## src/hdl/bridge_adc_serial_readout_top_macros.svh

```systemverilog
// Assertion macros shared by the readout sequencer RTL.
// No dependencies; include by bare file name.
`ifndef BRIDGE_ADC_SERIAL_READOUT_TOP_MACROS_SVH
`define BRIDGE_ADC_SERIAL_READOUT_TOP_MACROS_SVH

// Same-cycle implication, checked on every rising edge out of reset.
`define BRS_ASSERT_NOW(lbl, ante, cons, msg) \
  lbl: assert property (@(posedge clk) disable iff (rst) (ante) |-> (cons)) else $error(msg);

// Next-cycle implication, checked on every rising edge out of reset.
`define BRS_ASSERT_NEXT(lbl, ante, cons, msg) \
  lbl: assert property (@(posedge clk) disable iff (rst) (ante) |=> (cons)) else $error(msg);

`endif

```

## src/hdl/brs_pkg.sv

```systemverilog
// Shared types and constants for the bridge ADC serial readout block.
// No dependencies.
package brs_pkg;

  localparam int DATA_BITS = 24;
  localparam int SAMPLE_W  = 24;
  localparam int BIT_W     = $clog2(DATA_BITS + 1);

  localparam logic [BIT_W-1:0] BIT_ONE  = 1;
  localparam logic [BIT_W-1:0] BIT_LAST = DATA_BITS[BIT_W-1:0];

  localparam logic [15:0] HALF_PERIOD_RESET   = 16'd1000;
  localparam logic [31:0] READY_TIMEOUT_RESET = 32'd500000000;

  // Register select, taken from address bit 2
  localparam logic REG_HALF_PERIOD   = 1'b0;
  localparam logic REG_READY_TIMEOUT = 1'b1;

  // Gain choice codes
  localparam logic [1:0] GAIN_ONE_PULSE    = 2'd0;
  localparam logic [1:0] GAIN_THREE_PULSES = 2'd2;

  typedef struct packed {
    logic [15:0] half_period_ticks;
    logic [31:0] ready_timeout_ticks;
  } cfg_t;

  typedef struct packed {
    logic       data_pin;
    logic [1:0] gain_select;
    logic       start_req;
  } item_t;

  typedef struct packed {
    logic                       busy_res;
    logic                       timed_out;
    logic signed [SAMPLE_W-1:0] sample;
    logic                       done_res;
    logic                       clock_pin;
  } res_t;

endpackage

```

## src/hdl/bridge_adc_serial_readout_top.sv

```systemverilog
// Top level of the bridge ADC serial readout: stream ports, input and result registers.
// Depends on brs_pkg, brs_cfg and brs_core.

// Each input item is one tick of the pin-timing sequencer and yields one result item
// (clock level, done, sample, timeout flag, busy) after this tick's update. The block
// takes one item every cycle while the result register drains; each item passes from the
// input register through the single-step sequencer update into the result register. A
// result left waiting does not block the next item as long as the result register drains.
// Write the half period and ready timeout registers only while no readout is in progress.
module bridge_adc_serial_readout_top (
  input  logic        clk,
  input  logic        rst,
  input  logic        s_axis_tvalid,
  output logic        s_axis_tready,
  input  logic [7:0]  s_axis_tdata,   // start_req[0], gain_select[2:1], data_pin[3], zero pad
  output logic        m_axis_tvalid,
  input  logic        m_axis_tready,
  output logic [31:0] m_axis_tdata,   // clock_pin[0], done_res[1], sample[25:2],
                                      // timed_out[26], busy_res[27], zero pad
  input  logic        psel,
  input  logic        penable,
  input  logic        pwrite,
  input  logic [2:0]  paddr,
  input  logic [31:0] pwdata,
  output logic [31:0] prdata,
  output logic        pready
);

  brs_pkg::cfg_t  cfg;
  brs_pkg::item_t in_q;
  brs_pkg::res_t  res;
  brs_pkg::res_t  out_q;
  logic           in_valid;
  logic           out_valid;
  logic           advance;

  brs_cfg u_cfg (
    .clk     (clk),
    .rst     (rst),
    .psel    (psel),
    .penable (penable),
    .pwrite  (pwrite),
    .paddr   (paddr),
    .pwdata  (pwdata),
    .prdata  (prdata),
    .pready  (pready),
    .cfg     (cfg)
  );

  // Step the sequencer when the held item has somewhere to go
  assign advance       = in_valid && (!out_valid || m_axis_tready);
  assign s_axis_tready = !in_valid || advance;

  always_ff @(posedge clk) begin
    if (rst) begin
      in_valid <= 1'b0;
    end else if (s_axis_tvalid && s_axis_tready) begin
      in_valid <= 1'b1;
    end else if (advance) begin
      in_valid <= 1'b0;
    end
  end

  always_ff @(posedge clk) begin
    if (s_axis_tvalid && s_axis_tready) begin
      in_q.start_req   <= s_axis_tdata[0];
      in_q.gain_select <= s_axis_tdata[2:1];
      in_q.data_pin    <= s_axis_tdata[3];
    end
  end

  brs_core u_core (
    .clk     (clk),
    .rst     (rst),
    .step_en (advance),
    .item    (in_q),
    .cfg     (cfg),
    .res     (res)
  );

  always_ff @(posedge clk) begin
    if (rst) begin
      out_valid <= 1'b0;
    end else if (advance) begin
      out_valid <= 1'b1;
    end else if (m_axis_tready) begin
      out_valid <= 1'b0;
    end
  end

  always_ff @(posedge clk) begin
    if (advance) begin
      out_q <= res;
    end
  end

  // Padding bits of the input word are not used
  logic unused_pad;
  assign unused_pad = ^s_axis_tdata[7:4];

  assign m_axis_tvalid = out_valid;
  assign m_axis_tdata  = {4'd0, out_q.busy_res, out_q.timed_out, out_q.sample,
                          out_q.done_res, out_q.clock_pin};

endmodule

```

## src/hdl/brs_cfg.sv

```systemverilog
// APB-style register file: half period and ready timeout.
// Depends on brs_pkg.
module brs_cfg (
  input  logic          clk,
  input  logic          rst,
  input  logic          psel,
  input  logic          penable,
  input  logic          pwrite,
  input  logic [2:0]    paddr,
  input  logic [31:0]   pwdata,
  output logic [31:0]   prdata,
  output logic          pready,
  output brs_pkg::cfg_t cfg
);

  logic [15:0] half_period_ticks;
  logic [31:0] ready_timeout_ticks;
  logic        wr_en;

  assign pready = 1'b1;
  assign wr_en  = psel && penable && pwrite && pready;

  always_ff @(posedge clk) begin
    if (rst) begin
      half_period_ticks   <= brs_pkg::HALF_PERIOD_RESET;
      ready_timeout_ticks <= brs_pkg::READY_TIMEOUT_RESET;
    end else if (wr_en) begin
      case (paddr[2])
        brs_pkg::REG_HALF_PERIOD:   half_period_ticks   <= pwdata[15:0];
        brs_pkg::REG_READY_TIMEOUT: ready_timeout_ticks <= pwdata;
        default: ;
      endcase
    end
  end

  always_comb begin
    case (paddr[2])
      brs_pkg::REG_HALF_PERIOD:   prdata = {16'd0, half_period_ticks};
      brs_pkg::REG_READY_TIMEOUT: prdata = ready_timeout_ticks;
      default:                    prdata = 32'd0;
    endcase
  end

  // Address bits 1:0 are not decoded
  logic unused_addr;
  assign unused_addr = ^paddr[1:0];

  assign cfg.half_period_ticks   = half_period_ticks;
  assign cfg.ready_timeout_ticks = ready_timeout_ticks;

endmodule

```

## src/hdl/brs_core.sv

```systemverilog
// Pin-timing sequencer: one state update per stepped item, result built alongside.
// Depends on brs_pkg and bridge_adc_serial_readout_top_macros.svh.
`include "bridge_adc_serial_readout_top_macros.svh"

module brs_core (
  input  logic          clk,
  input  logic          rst,
  input  logic          step_en,
  input  brs_pkg::item_t item,
  input  brs_pkg::cfg_t  cfg,
  output brs_pkg::res_t  res
);

  typedef enum logic [2:0] {
    PH_IDLE,
    PH_WAIT,
    PH_HIGH,
    PH_LOW,
    PH_TRAIL_HIGH,
    PH_TRAIL_LOW
  } phase_t;

  phase_t                             phase, phase_next;
  logic [31:0]                        tick_count, tick_count_next;
  logic [brs_pkg::BIT_W-1:0]          bit_count, bit_count_next;
  logic [brs_pkg::DATA_BITS-1:0]      shift_value, shift_value_next;
  logic [1:0]                         pulses_left, pulses_left_next;
  logic                               timeout_seen, timeout_seen_next;
  logic                               clock_level, clock_level_next;
  logic signed [brs_pkg::SAMPLE_W-1:0] last_sample, last_sample_next;

  logic [31:0]               tick_inc;
  logic                      half_done;
  logic [brs_pkg::BIT_W-1:0] bit_inc;
  logic signed [31:0]        ext_value;
  logic                      done;

  assign tick_inc  = tick_count + 32'd1;
  assign half_done = tick_inc >= {16'd0, cfg.half_period_ticks};
  assign bit_inc   = bit_count + brs_pkg::BIT_ONE;
  assign ext_value = 32'(signed'(shift_value));

  always_comb begin
    phase_next        = phase;
    tick_count_next   = tick_count;
    bit_count_next    = bit_count;
    shift_value_next  = shift_value;
    pulses_left_next  = pulses_left;
    timeout_seen_next = timeout_seen;
    clock_level_next  = clock_level;
    last_sample_next  = last_sample;
    done              = 1'b0;
    case (phase)
      PH_IDLE: begin
        if (item.start_req) begin
          clock_level_next  = 1'b0;
          phase_next        = PH_WAIT;
          tick_count_next   = 32'd0;
          bit_count_next    = '0;
          shift_value_next  = '0;
          timeout_seen_next = 1'b0;
          case (item.gain_select)
            brs_pkg::GAIN_ONE_PULSE:    pulses_left_next = 2'd1;
            brs_pkg::GAIN_THREE_PULSES: pulses_left_next = 2'd3;
            default:                    pulses_left_next = 2'd2;
          endcase
        end
      end
      PH_WAIT: begin
        if (!item.data_pin) begin
          clock_level_next = 1'b1;
          phase_next       = PH_HIGH;
          tick_count_next  = 32'd0;
        end else if (tick_inc >= cfg.ready_timeout_ticks) begin
          timeout_seen_next = 1'b1;
          clock_level_next  = 1'b1;
          phase_next        = PH_HIGH;
          tick_count_next   = 32'd0;
        end else begin
          tick_count_next = tick_inc;
        end
      end
      PH_HIGH: begin
        tick_count_next = tick_inc;
        if (half_done) begin
          clock_level_next = 1'b0;
          phase_next       = PH_LOW;
          tick_count_next  = 32'd0;
        end
      end
      PH_LOW: begin
        tick_count_next = tick_inc;
        if (half_done) begin
          // Sample at the end of the low half, MSB first
          shift_value_next = {shift_value[brs_pkg::DATA_BITS-2:0], item.data_pin};
          bit_count_next   = bit_inc;
          clock_level_next = 1'b1;
          tick_count_next  = 32'd0;
          phase_next       = (bit_inc >= brs_pkg::BIT_LAST) ? PH_TRAIL_HIGH : PH_HIGH;
        end
      end
      PH_TRAIL_HIGH: begin
        tick_count_next = tick_inc;
        if (half_done) begin
          clock_level_next = 1'b0;
          phase_next       = PH_TRAIL_LOW;
          tick_count_next  = 32'd0;
        end
      end
      PH_TRAIL_LOW: begin
        tick_count_next = tick_inc;
        if (half_done) begin
          tick_count_next = 32'd0;
          if (pulses_left > 2'd1) begin
            pulses_left_next = pulses_left - 2'd1;
            clock_level_next = 1'b1;
            phase_next       = PH_TRAIL_HIGH;
          end else begin
            pulses_left_next = 2'd0;
            last_sample_next = timeout_seen ? '0 : ext_value[brs_pkg::SAMPLE_W-1:0];
            done             = 1'b1;
            phase_next       = PH_IDLE;
          end
        end
      end
      default: phase_next = PH_IDLE;
    endcase
  end

  always_ff @(posedge clk) begin
    if (rst) begin
      phase        <= PH_IDLE;
      tick_count   <= 32'd0;
      bit_count    <= '0;
      shift_value  <= '0;
      pulses_left  <= 2'd0;
      timeout_seen <= 1'b0;
      clock_level  <= 1'b1;
      last_sample  <= '0;
    end else if (step_en) begin
      phase        <= phase_next;
      tick_count   <= tick_count_next;
      bit_count    <= bit_count_next;
      shift_value  <= shift_value_next;
      pulses_left  <= pulses_left_next;
      timeout_seen <= timeout_seen_next;
      clock_level  <= clock_level_next;
      last_sample  <= last_sample_next;
    end
  end

  assign res.clock_pin = clock_level_next;
  assign res.done_res  = done;
  assign res.sample    = last_sample_next;
  assign res.timed_out = done && timeout_seen;
  assign res.busy_res  = phase_next != PH_IDLE;

  `BRS_ASSERT_NEXT(a_hold_when_stalled, !step_en, $stable(clock_level) && $stable(phase), "sequencer state moved without a step")
  `BRS_ASSERT_NOW(a_done_only_from_trail, phase != PH_TRAIL_LOW, !done, "done raised outside the last trailing low half")
  `BRS_ASSERT_NEXT(a_timeout_flag_steady, phase != PH_IDLE && phase != PH_WAIT, $stable(timeout_seen), "timeout flag changed after the ready wait")
  `BRS_ASSERT_NOW(a_bit_count_bound, 1'b1, bit_count <= brs_pkg::BIT_LAST, "bit count ran past the word length")

endmodule

```

## config.mk

```make
export PLATFORM = sky130hd
export DESIGN_NAME = bridge_adc_serial_readout_top
export DESIGN_NICKNAME = d
export VERILOG_FILES = /design/src/hdl/brs_pkg.sv /design/src/hdl/bridge_adc_serial_readout_top.sv /design/src/hdl/brs_cfg.sv /design/src/hdl/brs_core.sv
export VERILOG_INCLUDE_DIRS = /design/src /design/src/hdl
export SDC_FILE = /design/constraint.sdc
export NUM_CORES = 1
export LEC_CHECK = 0
export BUFFER_PORTS_ARGS = -buffer_cell sky130_fd_sc_hd__buf_2
export CORE_UTILIZATION = 49
export CTS_BUF_LIST = sky130_fd_sc_hd__clkbuf_8
export CTS_CLUSTER_SIZE = 16
export DETAILED_ROUTE_END_ITERATION = 10
export PLACE_DENSITY = 0.69
export SETUP_SLACK_MARGIN = 0.02
export SYNTH_ARGS = -nofsm -noshare
export SYNTH_HDL_FRONTEND = slang
export SYNTH_HIERARCHICAL = 1
export SYNTH_SLANG_ARGS = --single-unit
```

## constraint.sdc

```tcl
create_clock -name clk -period 14.1 [get_ports clk]
set_clock_uncertainty 0.15 [all_clocks]
set_input_delay 2.82 -clock clk [delete_from_list [all_inputs] [get_ports clk]]
set_output_delay 2.82 -clock clk [all_outputs]
set_load 0.01 [all_outputs]
```

==> flow_metrics.env <==
export IMPL_post_cts_buffers=0
export IMPL_yosysSeqAreaShare=0.386
export IMPL_clk_pin_slew_ps=110
export IMPL_start_util=0.503
export IMPL_grtUsageTotal=0.214
export IMPL_clk_latency_ps=470
export IMPL_slew_headroom=0.266
export IMPL_crit_arrival_ps=3910
export IMPL_cpMaxStageDelayCell="buf_2"
export IMPL_synthAdderAreaFrac=0.0661
export IMPL_synth_compound_area_frac=0.134
export IMPL_synth_top_family_by_area="simple AND/OR/NAND/NOR gates"
export IMPL_crit_top_cell="buf_2"
export IMPL_ant_nets=0
export IMPL_antenna_found_initial=0
export IMPL_cts_resized_gates=0
export IMPL_dp_hpwl_mm=14.8
export IMPL_reg2reg_to="u_core/tick_count[10]$_SDFFE_PP0P_"
export IMPL_io_pins=117
export IMPL_worstSetupPathType="in -> out"
export IMPL_cp_slowest_stage_delay_ps=510
export IMPL_place_gp_congestion=0.914
export IMPL_cts_root_buf="clkbuf_8"
export IMPL_cts_tree="done"
export IMPL_grt_pass1_wl_mm=35.0
export IMPL_cp_depth=3
export IMPL_yosysUniqueCellTypes=80
export IMPL_antenna_cells=0
export IMPL_seqCellArea_mm2=0.00380
export IMPL_finalMaxSlewViolations=0
export IMPL_min_from="u_core/pulses_left[0]$_SDFFE_PP0P_"
export IMPL_vias_per_cell=5.49
export IMPL_first_global_vias=7050
export IMPL_power_leakage_nw=4.77
export IMPL_fp_coreArea_mm2=0.0196
export IMPL_fin_crit_sh=0.488
export IMPL_cp_required_ps=11130
export IMPL_end_kind="output pin"
export IMPL_ctsHoldBuffers=0
export IMPL_status="complete, no violations"
export IMPL_critPathBufInv=2
export IMPL_yosys_area_share_simple=0.200
export IMPL_final_setup_viol_count=0
export IMPL_drive_gt1_frac=0.174
export IMPL_max_cap_violations=0
export IMPL_path_cells="buf_2 -> mux2_2 -> buf_2"
export IMPL_cellPowerDensity_mw_per_mm2=88.4
export IMPL_synth_area_mm2=0.00985
export IMPL_fill_cells=1819
export IMPL_reg2reg_depth=15
export IMPL_syn_to_final_growth_pct=9.88
export IMPL_tns_ps=0
export IMPL_cts_buffers=17
export IMPL_cp_start_kind="primary input"
export IMPL_final_hold_viol_count=0
export IMPL_synth_xor_area_share=0.0249
export IMPL_rows=51
export IMPL_crit_end="prdata[14]"
export IMPL_synth_seq_cells=174
export IMPL_cts_max_path_buffers=2
export IMPL_nets=1213
export IMPL_worstSetupStartpoint="paddr[2]"
export IMPL_multiInputGateArea_mm2=0.00542
export IMPL_syn_avg_cell_area_um2=9.41
export IMPL_synth_async_sr_flop_share=0
export IMPL_wl_mm=21.2
export IMPL_synth_edf_count=32
export IMPL_ir_worst_vdd_mv=0.0537
export IMPL_gr_total_overflow=0
export IMPL_critPathTopFamily="buffers and inverters"
export IMPL_crit_fanout=36
export IMPL_die_area_mm2=0.0207
export IMPL_grt_max_degree=98
export IMPL_r2r_setup_slack_ps=7990
export IMPL_wire_per_inst_um=15.3
export IMPL_cts_sinks=174
export IMPL_num_vias=7627
export IMPL_r2r_start="u_core/tick_count[0]$_SDFFE_PP0P_"
export IMPL_rsz0062_at_grt="false"
export IMPL_ys_warn_count=6
export IMPL_htreeDepth=4
export IMPL_clock_fmax_ghz=0.145
export IMPL_most_common_layout_cells="dfxtp_1, buf_2, nor2_1, mux2i_1, inv_1"
export IMPL_final_common_cell="dfxtp_1"
export IMPL_synth_mux_area_fraction=0.122
export IMPL_numPortBuffers=105
export IMPL_fin_crit_ps=6880
export IMPL_drc=0
export IMPL_syn_inst=1047
export IMPL_drt_iter0_drc=530
export IMPL_hold_path_class="reg -> reg"
export IMPL_first_pass_iters=6
export IMPL_ys_flop_type="dfxtp_1"
export IMPL_die_x_um=144
export IMPL_die_h_um=144
export IMPL_tightest_slew_ps=1100
export IMPL_timing_hold_ws_ps=317
## logic make-up after synthesis
family          Yosys count
xor+xnor                 28
buf+inv                 135
fa+ha+maj                52
flops                   174
compound gates          177
other cells               2
simple gates            364
mux                     115
## per-stage QoR
step | util | std cells | power, mW | setup WS [ps] | instance area, um2
final | 0.552 | 1389 | 0.957 | 7220 | 10800
after global routing | 0.552 | 1389 | 0.999 | 7120 | 10800
after CTS | 0.552 | 1389 | 0.969 | 7190 | 10800
after detailed placement | 0.530 | 1357 | 0.597 | 7190 | 10400
after global placement | 0.530 | 1357 | 0.596 | 7230 | 10400
after floorplan | - | 1050 | 0.575 | 7610 | 9860
## routing by layer
metal | part of all wire | track usage | vias to the layer above
met2 | 0.47 | 0.353 | 187
met3 | 0.038 | 0.0357 | 23
met5 | 0 | 0 | -
met1 | 0.48 | 0.289 | 3597
met4 | 0.011 | 0.0526 | 0
li1 | - | - | 3820
## sequential cells by signal (all words and copies together), names as in the netlist
register	flops
u_core/pulses_left	2
u_core/clock_level	1
u_core/bit_count	5
u_core/shift_value	24
u_core/tick_count	32
in_q	4
u_cfg/ready_timeout_ticks	32
in_valid	1
u_core/phase	3
u_core/last_sample	24
u_cfg/half_period_ticks	16
u_core/timeout_seen	1
m_axis_tdata	28
m_axis_tvalid	1
## layout make-up
class	instances	share of cell area
Clock buffer	17	0.0216
Clock inverter	15	0.0187
Inverter	64	0.0222
Multi-Input combinational cell	741	0.501
Sequential cell	174	0.351
Tap cell	265	0.0306
Timing Repair Buffer	113	0.0543
## worst min-delay path, delay by kind of cell (launching register included)
kind	cells	cell delay, ps
mux	1	60
flops	1	330
simple gates	1	50
## synth_stat cells (all sizes together) (3+ instances only)
cell     number  area [um2]
a2111oi       3        26.3
a211oi        8        60.1
a21o         19         143
a21oi        27         139
a22o         42         368
a31o          3        26.3
a31oi         6        43.8
and2         22         141
and4          6        52.6
buf          40         285
clkbuf       31         118
dfxtp       142        2840
edfxtp       32         961
ha           52         651
inv          64         240
mux2         41         462
mux2i        74         741
nand2        45         171
nand2b       61         382
nand3        23         115
nand4        19         119
nor2        103         394
nor2b        28         175
nor3         11        66.3
nor4         13        93.8
nor4b         3        38.8
o21a          3        22.5
o21ai        25         125
o221ai        3        26.3
o31a          3        26.3
o31ai        10        75.1
o32ai         3        26.3
or2          10        62.6
or3           4        25.0
or4           7        52.6
xnor2        18         158
xor2         10        87.6
## worst min path at each step
stage / cells after the start / to / slack, ps
after floorplan: 1 / u_core/shift_value[23]$_SDFFE_PP0P_ / 280
after global placement: 2 / u_core/pulses_left[0]$_SDFFE_PP0P_ / 300
after detailed placement: 2 / u_core/pulses_left[0]$_SDFFE_PP0P_ / 300
after CTS: 2 / u_core/pulses_left[0]$_SDFFE_PP0P_ / 320
after global routing: 2 / u_core/pulses_left[0]$_SDFFE_PP0P_ / 340
final: 2 / u_core/pulses_left[0]$_SDFFE_PP0P_ / 320
## where the power goes
group / internal (mW) / switching, mW
logic: 0.0270 / 0.0380
clock network: 0.142 / 0.231
registers: 0.514 / 0.00536
Power figures use the tool's default switching activity.
